===== src/hw/rtl/swqt_pkg.sv =====
// ----------------------------------------------------------------------------
// swqt_pkg
// types and codes shared by the semaphore wait queue table
// ----------------------------------------------------------------------------
`default_nettype none

package swqt_pkg;

  typedef enum logic [1:0] {
    OP_INSERT = 2'd0,
    OP_REMOVE = 2'd1,
    OP_TAKE   = 2'd2,
    OP_PEEK   = 2'd3
  } op_e;

  typedef enum logic [1:0] {
    ST_OK    = 2'd0,
    ST_FULL  = 2'd1,
    ST_EMPTY = 2'd2
  } status_e;

  typedef struct packed {
    logic [1:0]  op;
    logic [31:0] sem_key;
    logic [4:0]  proc_id;
  } in_item_t;

  typedef struct packed {
    logic [1:0] status;
    logic [4:0] proc_out;
  } out_item_t;

  typedef enum logic [2:0] {
    S_IDLE,
    S_CHECK,
    S_SCAN,
    S_ACT,
    S_UNLINK,
    S_OUT
  } state_e;

endpackage

`default_nettype wire


===== src/hw/rtl/semaphore_wait_queue_table.sv =====
// ----------------------------------------------------------------------------
// semaphore_wait_queue_table
// table of semaphore descriptors, each owning a fifo of blocked processes
// ----------------------------------------------------------------------------
// usage: an item (op, sem_key, proc_id) enters on in_valid_i/in_ready_o; one
// result item (status, proc_out) leaves on out_valid_o/out_ready_i.
// one item at a time: in_ready_o is high only while the block is idle.
// out_valid_o rises after the descriptor search for every op that searches
// descriptors (insert, remove, peek, take-out); an insert of a blocked or
// out-of-range process, or a take-out of a process that is out of range or
// not blocked, answers straight from the check state without a search. the
// descriptor search compares one stored key per cycle through a single
// comparator and also notes the lowest free descriptor on the way. an item
// that searches passes through the check, scan, act, unlink and output states.
// the result waits in an output register until taken; a stalled receiver
// holds the block, which then takes no new item.
// of the tables, reset clears descriptor valid bits and blocked bits only; keys and links
// are written before they are read.
// ----------------------------------------------------------------------------
`default_nettype none

module semaphore_wait_queue_table
  import swqt_pkg::*;
#(
  parameter int MAX_PROCS = 32,
  parameter int KEY_WIDTH = 32
) (
  input  wire logic      clk_i,
  input  wire logic      rst_ni,
  input  wire logic      in_valid_i,
  output logic           in_ready_o,
  input  wire in_item_t  in_data_i,
  output logic           out_valid_o,
  input  wire logic      out_ready_i,
  output out_item_t      out_data_o
);

  localparam int IW = (MAX_PROCS > 1) ? $clog2(MAX_PROCS) : 1;
  localparam int CW = $clog2(MAX_PROCS + 1);

  state_e state_q, state_d;

  logic [MAX_PROCS-1:0] ent_valid_q;
  logic [MAX_PROCS-1:0] blocked_q;
  logic [KEY_WIDTH-1:0] ent_key_q  [MAX_PROCS];
  logic [IW-1:0]        head_q     [MAX_PROCS];
  logic [IW-1:0]        tail_q     [MAX_PROCS];
  logic [IW-1:0]        next_q     [MAX_PROCS];
  logic [IW-1:0]        prev_q     [MAX_PROCS];
  logic [KEY_WIDTH-1:0] wkey_q     [MAX_PROCS];

  logic [1:0]           op_q;
  logic [KEY_WIDTH-1:0] key_q;
  logic [4:0]           pid_q;
  logic [IW-1:0]        pix_q;
  logic [CW-1:0]        cnt_q;
  logic                 found_q, free_q;
  logic [IW-1:0]        fidx_q, freeidx_q;
  out_item_t            res_q;
  logic                 outv_q;

  logic [IW-1:0] cidx;
  logic          hit;
  logic          pid_ok;

  assign cidx   = cnt_q[IW-1:0];
  assign hit    = ent_valid_q[cidx] && (ent_key_q[cidx] == key_q);
  assign pid_ok = ({27'd0, pid_q} < 32'(MAX_PROCS));

  always_comb begin
    state_d = state_q;
    case (state_q)
      S_IDLE:   if (in_valid_i) state_d = S_CHECK;
      S_CHECK:  begin
        if (op_q == OP_INSERT && (!pid_ok || blocked_q[pix_q])) state_d = S_OUT;
        else if (op_q == OP_TAKE && (!pid_ok || !blocked_q[pix_q])) state_d = S_OUT;
        else state_d = S_SCAN;
      end
      S_SCAN:   if (cnt_q == CW'(MAX_PROCS - 1)) state_d = S_ACT;
      S_ACT:    state_d = S_UNLINK;
      S_UNLINK: state_d = S_OUT;
      S_OUT:    if (out_ready_i) state_d = S_IDLE;
      default:  state_d = S_IDLE;
    endcase
  end

  always_comb begin
    in_ready_o  = (state_q == S_IDLE);
    out_valid_o = outv_q;
    out_data_o  = res_q;
  end

  // unlink target (process p in descriptor d)
  logic [IW-1:0] ul_p, ul_pr, ul_nx;
  assign ul_p  = (op_q == OP_TAKE) ? pix_q : head_q[fidx_q];
  assign ul_pr = prev_q[ul_p];
  assign ul_nx = next_q[ul_p];

  always_ff @(posedge clk_i or negedge rst_ni) begin
    if (!rst_ni) begin
      state_q     <= S_IDLE;
      ent_valid_q <= '0;
      blocked_q   <= '0;
      outv_q      <= 1'b0;
      cnt_q       <= '0;
      found_q     <= 1'b0;
      free_q      <= 1'b0;
    end else begin
      state_q <= state_d;
      case (state_q)
        S_IDLE: begin
          if (in_valid_i) begin
            op_q    <= in_data_i.op;
            key_q   <= KEY_WIDTH'(in_data_i.sem_key);
            pid_q   <= in_data_i.proc_id;
            pix_q   <= IW'(in_data_i.proc_id);
            cnt_q   <= '0;
            found_q <= 1'b0;
            free_q  <= 1'b0;
          end
        end
        S_CHECK: begin
          res_q.proc_out <= '0;
          if (op_q == OP_INSERT) begin
            res_q.status <= ST_FULL;
            if (!pid_ok || blocked_q[pix_q]) outv_q <= 1'b1;
          end else begin
            res_q.status <= ST_EMPTY;
            if (op_q == OP_TAKE) begin
              if (!pid_ok || !blocked_q[pix_q]) outv_q <= 1'b1;
              else key_q <= wkey_q[pix_q];
            end
          end
        end
        S_SCAN: begin
          if (!found_q && hit) begin
            found_q <= 1'b1;
            fidx_q  <= cidx;
          end
          if (!free_q && !ent_valid_q[cidx]) begin
            free_q    <= 1'b1;
            freeidx_q <= cidx;
          end
          cnt_q <= cnt_q + 1'b1;
        end
        S_ACT: begin
          if (op_q == OP_INSERT) begin
            if (found_q) begin
              next_q[tail_q[fidx_q]] <= pix_q;
              prev_q[pix_q]          <= tail_q[fidx_q];
              tail_q[fidx_q]         <= pix_q;
            end else if (free_q) begin
              ent_valid_q[freeidx_q] <= 1'b1;
              ent_key_q[freeidx_q]   <= key_q;
              head_q[freeidx_q]      <= pix_q;
              tail_q[freeidx_q]      <= pix_q;
            end
            if (found_q || free_q) begin
              blocked_q[pix_q] <= 1'b1;
              wkey_q[pix_q]    <= key_q;
              res_q.status     <= ST_OK;
              res_q.proc_out   <= pid_q;
            end
          end else if (found_q) begin
            res_q.status   <= ST_OK;
            res_q.proc_out <= 5'(ul_p);
          end
        end
        S_UNLINK: begin
          if (op_q != OP_INSERT && op_q != OP_PEEK && found_q) begin
            if (head_q[fidx_q] == ul_p && tail_q[fidx_q] == ul_p) begin
              ent_valid_q[fidx_q] <= 1'b0;
            end else if (head_q[fidx_q] == ul_p) begin
              head_q[fidx_q] <= ul_nx;
            end else if (tail_q[fidx_q] == ul_p) begin
              tail_q[fidx_q] <= ul_pr;
            end else begin
              next_q[ul_pr] <= ul_nx;
              prev_q[ul_nx] <= ul_pr;
            end
            blocked_q[ul_p] <= 1'b0;
          end
          outv_q <= 1'b1;
        end
        S_OUT: begin
          if (out_ready_i) outv_q <= 1'b0;
        end
        default: ;
      endcase
    end
  end

`ifndef SYNTH
  a_out_only_in_out: assert property (@(posedge clk_i) disable iff (!rst_ni)
    outv_q |-> state_q == S_OUT) else $error("result shown outside output state");
  a_zero_on_fail: assert property (@(posedge clk_i) disable iff (!rst_ni)
    out_valid_o && out_data_o.status != ST_OK |-> out_data_o.proc_out == 5'd0)
    else $error("nonzero process on failure");
  a_no_accept_busy: assert property (@(posedge clk_i) disable iff (!rst_ni)
    in_ready_o |-> !out_valid_o) else $error("ready while result pending");
  a_scan_bound: assert property (@(posedge clk_i) disable iff (!rst_ni)
    state_q == S_SCAN |-> cnt_q < CW'(MAX_PROCS)) else $error("scan overrun");
`endif

endmodule

`default_nettype wire

===== config.mk =====
export PLATFORM = sky130hd
export DESIGN_NAME = semaphore_wait_queue_table
export DESIGN_NICKNAME = d
export VERILOG_FILES = /design/src/hw/rtl/swqt_pkg.sv /design/src/hw/rtl/semaphore_wait_queue_table.sv
export SDC_FILE = /design/constraint.sdc
export NUM_CORES = 2
export LEC_CHECK = 0
export BUFFER_PORTS_ARGS = -buffer_cell sky130_fd_sc_hd__buf_2
export CELL_PAD_IN_SITES_DETAIL_PLACEMENT = 1
export CELL_PAD_IN_SITES_GLOBAL_PLACEMENT = 1
export CORE_UTILIZATION = 51
export CTS_CLUSTER_SIZE = 40
export DETAILED_ROUTE_END_ITERATION = 10
export PLACE_DENSITY = 0.73
export REMOVE_ABC_BUFFERS = 1
export SLEW_MARGIN = 20
export SYNTH_ARGS = -nofsm -noshare
export SYNTH_HDL_FRONTEND = slang
export SYNTH_SLANG_ARGS = --single-unit

===== constraint.sdc =====
create_clock -name clk_i -period 5.6 [get_ports clk_i]
set_input_delay 0.56 -clock clk_i [delete_from_list [all_inputs] [get_ports clk_i]]
set_output_delay 0.56 -clock clk_i [all_outputs]
set_load 0.02 [all_outputs]

Word level (Yosys, flattened, before mapping)
Memory sizes are Yosys's and may differ from the RTL's. A register that Yosys moved wholly into a read port is not among the register bits.
Index checks and enable logic that the tools add are counted.
{"block": "classes", "addsub": 1, "multipliers": 0, "n_div": 0, "n_lt_le_gt_ge": 9, "eq_ne": 30, "n_shift": 0, "mux": 98, "n_bitwise": 7, "reduce_logical": 47}
{"cell": "$mux 32", "n": 12}
{"cell": "$pmux 32 s2", "n": 3}
{"cell": "$mux 5", "n": 13}
{"cell": "$and 32x32->32", "n": 2}
{"cell": "$not 32->32", "n": 2}
{"cell": "$or 32x32->32", "n": 2}
{"cell": "$mux 1", "n": 48}
{"cell": "$eq 32x32->1", "n": 1}
{"cell": "$lt 5x6->1 const B", "n": 5}
{"cell": "$ne 2x2->1 const B", "n": 15}
{"cell": "$mux 7", "n": 3}
{"cell": "$demux 1 s5", "n": 4}
{"cell": "$ge 5x1->1 const B", "n": 4}
{"cell": "$reduce_or 5->1", "n": 4}
{"cell": "$logic_and 1x1->1", "n": 18}
{"cell": "$pmux 3 s6", "n": 1}
{"cell": "$reduce_and 3->1", "n": 6}
{"cell": "$mux 3", "n": 5}
{"cell": "$ne 3x3->1 const B", "n": 5}
{"cell": "$pmux 7 s2", "n": 1}
{"cell": "$pmux 6 s2", "n": 1}
{"cell": "$reduce_and 6->1", "n": 2}
{"cell": "$bmux 1 s5", "n": 2}
{"cell": "$eq 5x5->1", "n": 2}
{"cell": "20 further kinds", "n": 31}
{"block": "totals", "register_bits": 132, "latch_bits": 0, "ram_bits": 2688, "romBits": 0, "in_bits": 43, "output_inout_bits": 9, "word_cells": 212, "mem_count": 6}
{"name": "ent_key_q", "words": 32, "width": 32, "rd": 1, "rd_ports_with_merged_regs": 0, "wr": 1, "line": "semaphore_wait_queue_table.sv:45", "text": "logic [KEY_WIDTH-1:0] ent_key_q [MAX_PROCS];"}
{"name": "wkey_q", "words": 32, "width": 32, "rd": 1, "rd_ports_with_merged_regs": 1, "wr": 1, "line": "semaphore_wait_queue_table.sv:50", "text": "logic [KEY_WIDTH-1:0] wkey_q [MAX_PROCS];"}
{"name": "head_q", "words": 32, "width": 5, "rd": 1, "rd_ports_with_merged_regs": 1, "wr": 1, "line": "semaphore_wait_queue_table.sv:46", "text": "logic [IW-1:0] head_q [MAX_PROCS];"}
{"name": "next_q", "words": 32, "width": 5, "rd": 1, "rd_ports_with_merged_regs": 0, "wr": 1, "line": "semaphore_wait_queue_table.sv:48", "text": "logic [IW-1:0] next_q [MAX_PROCS];"}
{"name": "prev_q", "words": 32, "width": 5, "rd": 1, "rd_ports_with_merged_regs": 0, "wr": 1, "line": "semaphore_wait_queue_table.sv:49", "text": "logic [IW-1:0] prev_q [MAX_PROCS];"}
{"name": "tail_q", "words": 32, "width": 5, "rd": 1, "rd_ports_with_merged_regs": 1, "wr": 1, "line": "semaphore_wait_queue_table.sv:47", "text": "logic [IW-1:0] tail_q [MAX_PROCS];"}

Logic depth before layout (Yosys ltp)
{"block": "logic_depth", "depth_word": 12, "depth_mapped": 18}

Worst setup path before layout
Ideal clock, no wire load.
{"block": "synth_timing", "path_type": "register to register", "from": "reg op_q[0]", "to": "mem tail_q[0][2] (netlist name), data pin", "setup_ns": 0.563, "arrival_time_ns": 4.650, "path_slack_ns": 0.387, "stages_incl_launch_ff": 13, "n_path_buf": 4, "period_less_slack_ns": 5.213, "path_cell_list": "edfxtp_1 -> inv_1 -> ha_1 -> clkbuf_1 -> inv_2 -> buf_1 -> a21boi_1 -> buf_2 -> buf_1 -> a211oi_1 -> o21ai_0 -> nand4_1 -> o41ai_1"}
{"block": "synth_via", "elab_chain_cells": 12, "elab_cells_between_ends": 25, "classes_between": "4 x eq/ne; 12 x mux; 8 x reduce/logical; 1 x memory"}
{"item": "start: declaration", "line": "semaphore_wait_queue_table.sv:52", "text": "logic [1:0] op_q;"}
{"item": "start signal: assignment", "line": "semaphore_wait_queue_table.sv:113", "text": "op_q <= in_data_i.op;"}
{"item": "$eq 2x2->1", "line": "semaphore_wait_queue_table.sv:95", "text": "assign ul_p = (op_q == OP_TAKE) ? pix_q : head_q[fidx_q];"}
{"item": "$mux 5", "line": "semaphore_wait_queue_table.sv:95"}
{"item": "$eq 5x5->1", "line": "semaphore_wait_queue_table.sv:175", "text": "end else if (tail_q[fidx_q] == ul_p) begin"}
{"item": "$mux 1", "line": "semaphore_wait_queue_table.sv:175"}
{"item": "$mux 1", "line": "semaphore_wait_queue_table.sv:173", "text": "end else if (head_q[fidx_q] == ul_p) begin"}
{"item": "$mux 1", "line": "semaphore_wait_queue_table.sv:171", "text": "if (head_q[fidx_q] == ul_p && tail_q[fidx_q] == ul_p) begin"}
{"item": "$mux 1", "line": "semaphore_wait_queue_table.sv:170", "text": "if (op_q != OP_INSERT && op_q != OP_PEEK && found_q) begin"}
{"item": "$mux 1", "line": "semaphore_wait_queue_table.sv:110", "text": "case (state_q)"}
{"item": "$logic_and 1x1->1 (implied by the code)", "line": "semaphore_wait_queue_table.sv:176", "text": "tail_q[fidx_q] <= ul_pr;"}
{"item": "$mux 1 (implied by the code)", "line": "semaphore_wait_queue_table.sv:176"}
{"item": "$mux 5 (no line)"}
{"item": "$mux 5 (no line) *"}
{"item": "end: declaration", "line": "semaphore_wait_queue_table.sv:47"}
Mark *: on every way between the ends. The rest lies on a longest branch, timed or not.

==> flow_results.org <==
** Outcome
- The flow ran to the end, and the final reports show no timing, DRC or antenna violations.

** Placed design
- DP Worst Slack :: 86.0 ps
- Port Buffers :: 51
- The congestion estimate from routability-driven global placement came to 0.921.
- Post-DP HPWL :: 180000 µm

** CTS
- Number of buffers added by the clock tree synthesis step :: 303
- Post-CTS Repair Setup Buffers :: 0
- After clock tree synthesis, the clock-pin slew on the worst setup and hold paths is 60 ps.
- In this run the number of H-tree levels came out at 5.
- TritonCTS built the clock tree.
- In this run the clock root is driven by a clkbuf_16.
- Number of clock sinks seen by CTS :: 2830
- Max Root-Sink Buffers :: 4
- Clock network latency to the later pin of the worst-skew pair :: 940 ps

** Worst setup path
- The cell family contributing the most delay on the critical path is simple AND/OR/NAND/NOR gates.
- Slowest library cell on the worst path :: nor4_2
- Arrival time of the worst setup path :: 6000 ps
- Maximum fanout along the worst path :: 17
- Worst stage delay on the critical path :: 620 ps
- Startpoint types :: register
- The critical path in this run is classified as register to register.
- Worst path required time :: 6160 ps
- Worst Path Buf+Inv :: 2
- The signal on the critical path passes through and2_1 > buf_4 > a22oi_1 > a21oi_1 > nor4_2 > mux2_2 > and3_1 > o21ai_0 > and3_1 > a32o_1 > or3_1 > buf_4 > nor4b_2.
- The worst setup path is captured at a register.

** Synthesis
- In this run the mean area of a mapped cell was 21.3 µm².
- Predominant post-synthesis flop cell :: edfxtp_1
- Total of warnings raised by yosys :: 0
- Seq cells post-synth :: 2830
- The area fraction in compound gates after synthesis is 0.0291.
- In this run the cell area of the synthesized design comes to 112000 µm².
- After synthesis, the largest family of logic cells by area is multiplexers.
- Counting distinct cell types in the post-synthesis netlist gives 82.
- Of the post-synthesis cell area, the part taken by muxes is 0.175.
- Proportion of synthesized chip area in sequential cells :: 0.756
- Of all flip-flops after synthesis, the portion carrying an async set or reset was 0.0269.
- The cell count after synthesis came out at 5252.
- Number of synthesized flops with an enable pin :: 2744
- Arithmetic-cell share of the synthesized area counting full adders, half adders and majority gates :: 0.000336
- Of the total synthesized cell area, the portion taken by AND, OR, NAND and NOR gates is 0.0233.
- Share of the synthesized netlist area taken by xor and xnor gates :: 0.00313

** Global routing
- The via count of the first global-routing pass came to 59900.
- Antenna violations before repair :: 4
- GRT Resource Usage Total :: 0.271
- Largest net degree at the start of global routing :: 88
- The first global-routing pass estimated 431000 µm of wire.
- Overflow after GRT :: 0

** Timing
- Of the available clock period, the critical path in the final layout requires 0.971.
- Worst setup skew after layout :: 44.1 ps
- Post-route setup slack :: 162 ps
- After layout, the minimum clock period comes to 5440 ps.
- Worst-case hold slack :: 57.1 ps
- Derived from the worst setup path, the maximum achievable clock frequency is 184 MHz.
- Final setup TNS :: 0 ps
- Final hold violation count :: 0
- The final max-slew violation count is 0.
- Worst slew margin relative to its limit :: 0.222
- Setup violations remaining at the end of the flow were counted as 0.
- At the pin with the least slew margin, the transition time is 1160 ps.

** Floorplanning
- During I/O placement, the number of pins put on the boundary was 52.
- Standard cell core area :: 217000 µm²
- From left edge to right edge, the die measures 470 µm.
- Initial core utilization :: 0.514
- Vertical die dimension :: 470 µm
- Standard-cell row count :: 171
- The floorplan step defined a die boundary enclosing 221000 µm².

** Routing
- Post-route antenna net violation count :: 0
- Routed via count :: 57000
- The pre-antenna-repair detailed-routing pass consisted of 6 iterations.
- Detailed Route Iter0 Violations :: 6887
- Vias per std cell :: 6.52
- Number of design rule violations left after detail routing :: 0
- Summed over all layers, the routed wires come to 299000 µm.
- Routed len/inst :: 34.2 µm

** Power and ir drop
- In this run the static leakage power is 40.4 nW.
- Dividing total power by cell area gives a power density of 391 nW/µm².
- Worst supply voltage drop on vdd :: 0.359 mV
- Overall power :: 0.0498 W

** Final layout
- Area Growth Syn to Fin :: 14.1%
- Final Net Count :: 5725
- Fin util :: 0.586
- In the final layout, the share of cells above drive strength 1 is 0.293.

** Hold path
- Class of the tightest hold or removal check :: input pin to register

** Flow run
- Max-cap violations in this run came to 0.
==> repair_timing <==
action / CTS / global route
hold buffers: 24 / 0
endpoints found under the setup margin: 0 / 42
endpoints found under the hold margin: 56 / 0
gates resized for setup: 0 / 3
==> routing by layer <==
metal	vias to the layer above	track usage	routed length [µm]	share of wire
met5	-	0	0	0
met4	0	0.0884	10200	0.034
met3	577	0.0374	21100	0.071
met2	2744	0.454	150000	0.50
met1	30700	0.371	117000	0.39
li1	23000	-	-	-
==> registers in the layout (all words and copies together) (netlist names), named ones only <==
register     cells
found_q          1
fidx_q           5
head_q         160
prev_q         160
wkey_q        1024
tail_q         160
out_data_o       7
key_q           32
pix_q            5
freeidx_q        5
out_valid_o      1
next_q         160
op_q             2
state_q          3
ent_valid_q     32
cnt_q            6
ent_key_q     1024
free_q           1
blocked_q       32
==> worst reg2reg max path, delay by kind of cell (launching register included) <==
family | cells | cell delay (ps)
buffers and inverters | 2 | 500
DFF | 1 | 350
and+or+nand+nor | 6 | 2850
muxes | 1 | 400
AOI/OAI and AO/OA | 4 | 960
==> power by group <==
group / switching (W) / total [W] / internal, W
Clock: 0.00804 / 0.0191 / 0.0110
Combinational: 0.00369 / 0.00668 / 0.00300
Sequential: 0.000351 / 0.0241 / 0.0237
==> layout by cell type, fill, tap and decap left out, types with 71 or more instances in the layout <==
cell type	count
a21oi_1	140
edfxtp_1	2744
buf_4	308
dfrtp_1	71
a22oi_1	74
nor2_1	101
mux2i_1	268
o21ai_0	103
clkbuf_16	311
mux2_2	71
nand2_1	86
mux4_2	712
==> cells by family after synthesis <==
group,after synthesis
xor+xnor,40
compound gates,503
simple gates,503
buf+inv,318
fa+ha+maj,3
flops,2830
mux,1055
==> cell usage after synthesis (all sizes together), types with 13 or more instances <==
| library cell | count | area share |
|---|---|---|
| a22o | 13 | 0.0010 |
| xnor2 | 32 | 0.0025 |
| o21ai | 120 | 0.0056 |
| nand3 | 41 | 0.0018 |
| nand4 | 17 | 0.00095 |
| dfrtp | 76 | 0.017 |
| clkbuf | 162 | 0.0054 |
| buf | 135 | 0.0068 |
| nand2 | 86 | 0.0029 |
| and2 | 17 | 0.00095 |
| nor4b | 17 | 0.0014 |
| inv | 20 | 0.00067 |
| nor4 | 36 | 0.0024 |
| a21oi | 142 | 0.0064 |
| nor2b | 17 | 0.00095 |
| a22oi | 74 | 0.0050 |
| mux2 | 71 | 0.0072 |
| nor3 | 42 | 0.0020 |
| mux4 | 712 | 0.14 |
| o211ai | 21 | 0.0015 |
| o22ai | 33 | 0.0018 |
| edfxtp | 2744 | 0.74 |
| nand2b | 18 | 0.0010 |
| mux2i | 272 | 0.024 |
| nor2 | 166 | 0.0056 |
| a211oi | 31 | 0.0022 |
==> area by class of cell <==
class / count / area [µm²]
clock inverter: 138 / 1190
fill: 18100 / 89900
sequential: 2830 / 84500
multi-input combinational: 2104 / 26500
clock buffer: 371 / 8040
antenna: 1 / 2.50
inverter: 21 / 78.8
timing repair buffer: 419 / 3550
tap: 2854 / 3570
==> worst paths after layout <==
kind                                       from                   endpoint  slack [ps]  depth (start not counted)
setup / recovery                       register    prev_q[16][0]$_DFFE_PP_         160                         13
hold / removal                    in_data_i[12]         key_q[7]$_DFFE_PP_          60                          3
setup reg to reg                       register    prev_q[16][0]$_DFFE_PP_         160                         13
hold reg to reg            cnt_q[5]$_DFFE_PN0P_       cnt_q[5]$_DFFE_PN0P_         500                          1
max in group asynchronous                rst_ni       cnt_q[2]$_DFFE_PN0P_        4080                          4
min in group asynchronous                rst_ni  blocked_q[30]$_DFFE_PN0P_         440                          3
==> per-stage QoR <==
| stage | std cells | cell area, µm² |
|---|---|---|
| 6_report | 8738 | 127000 |
| 5_1_grt | 8738 | 127000 |
| 4_1_cts | 8735 | 127000 |
| 3_5_place_dp | 8202 | 118000 |
| 3_3_place_gp | 8196 | 118000 |
| 2_1_floorplan | 4955 | 110000 |
No activity file was read; power rests on OpenSTA's default activity.
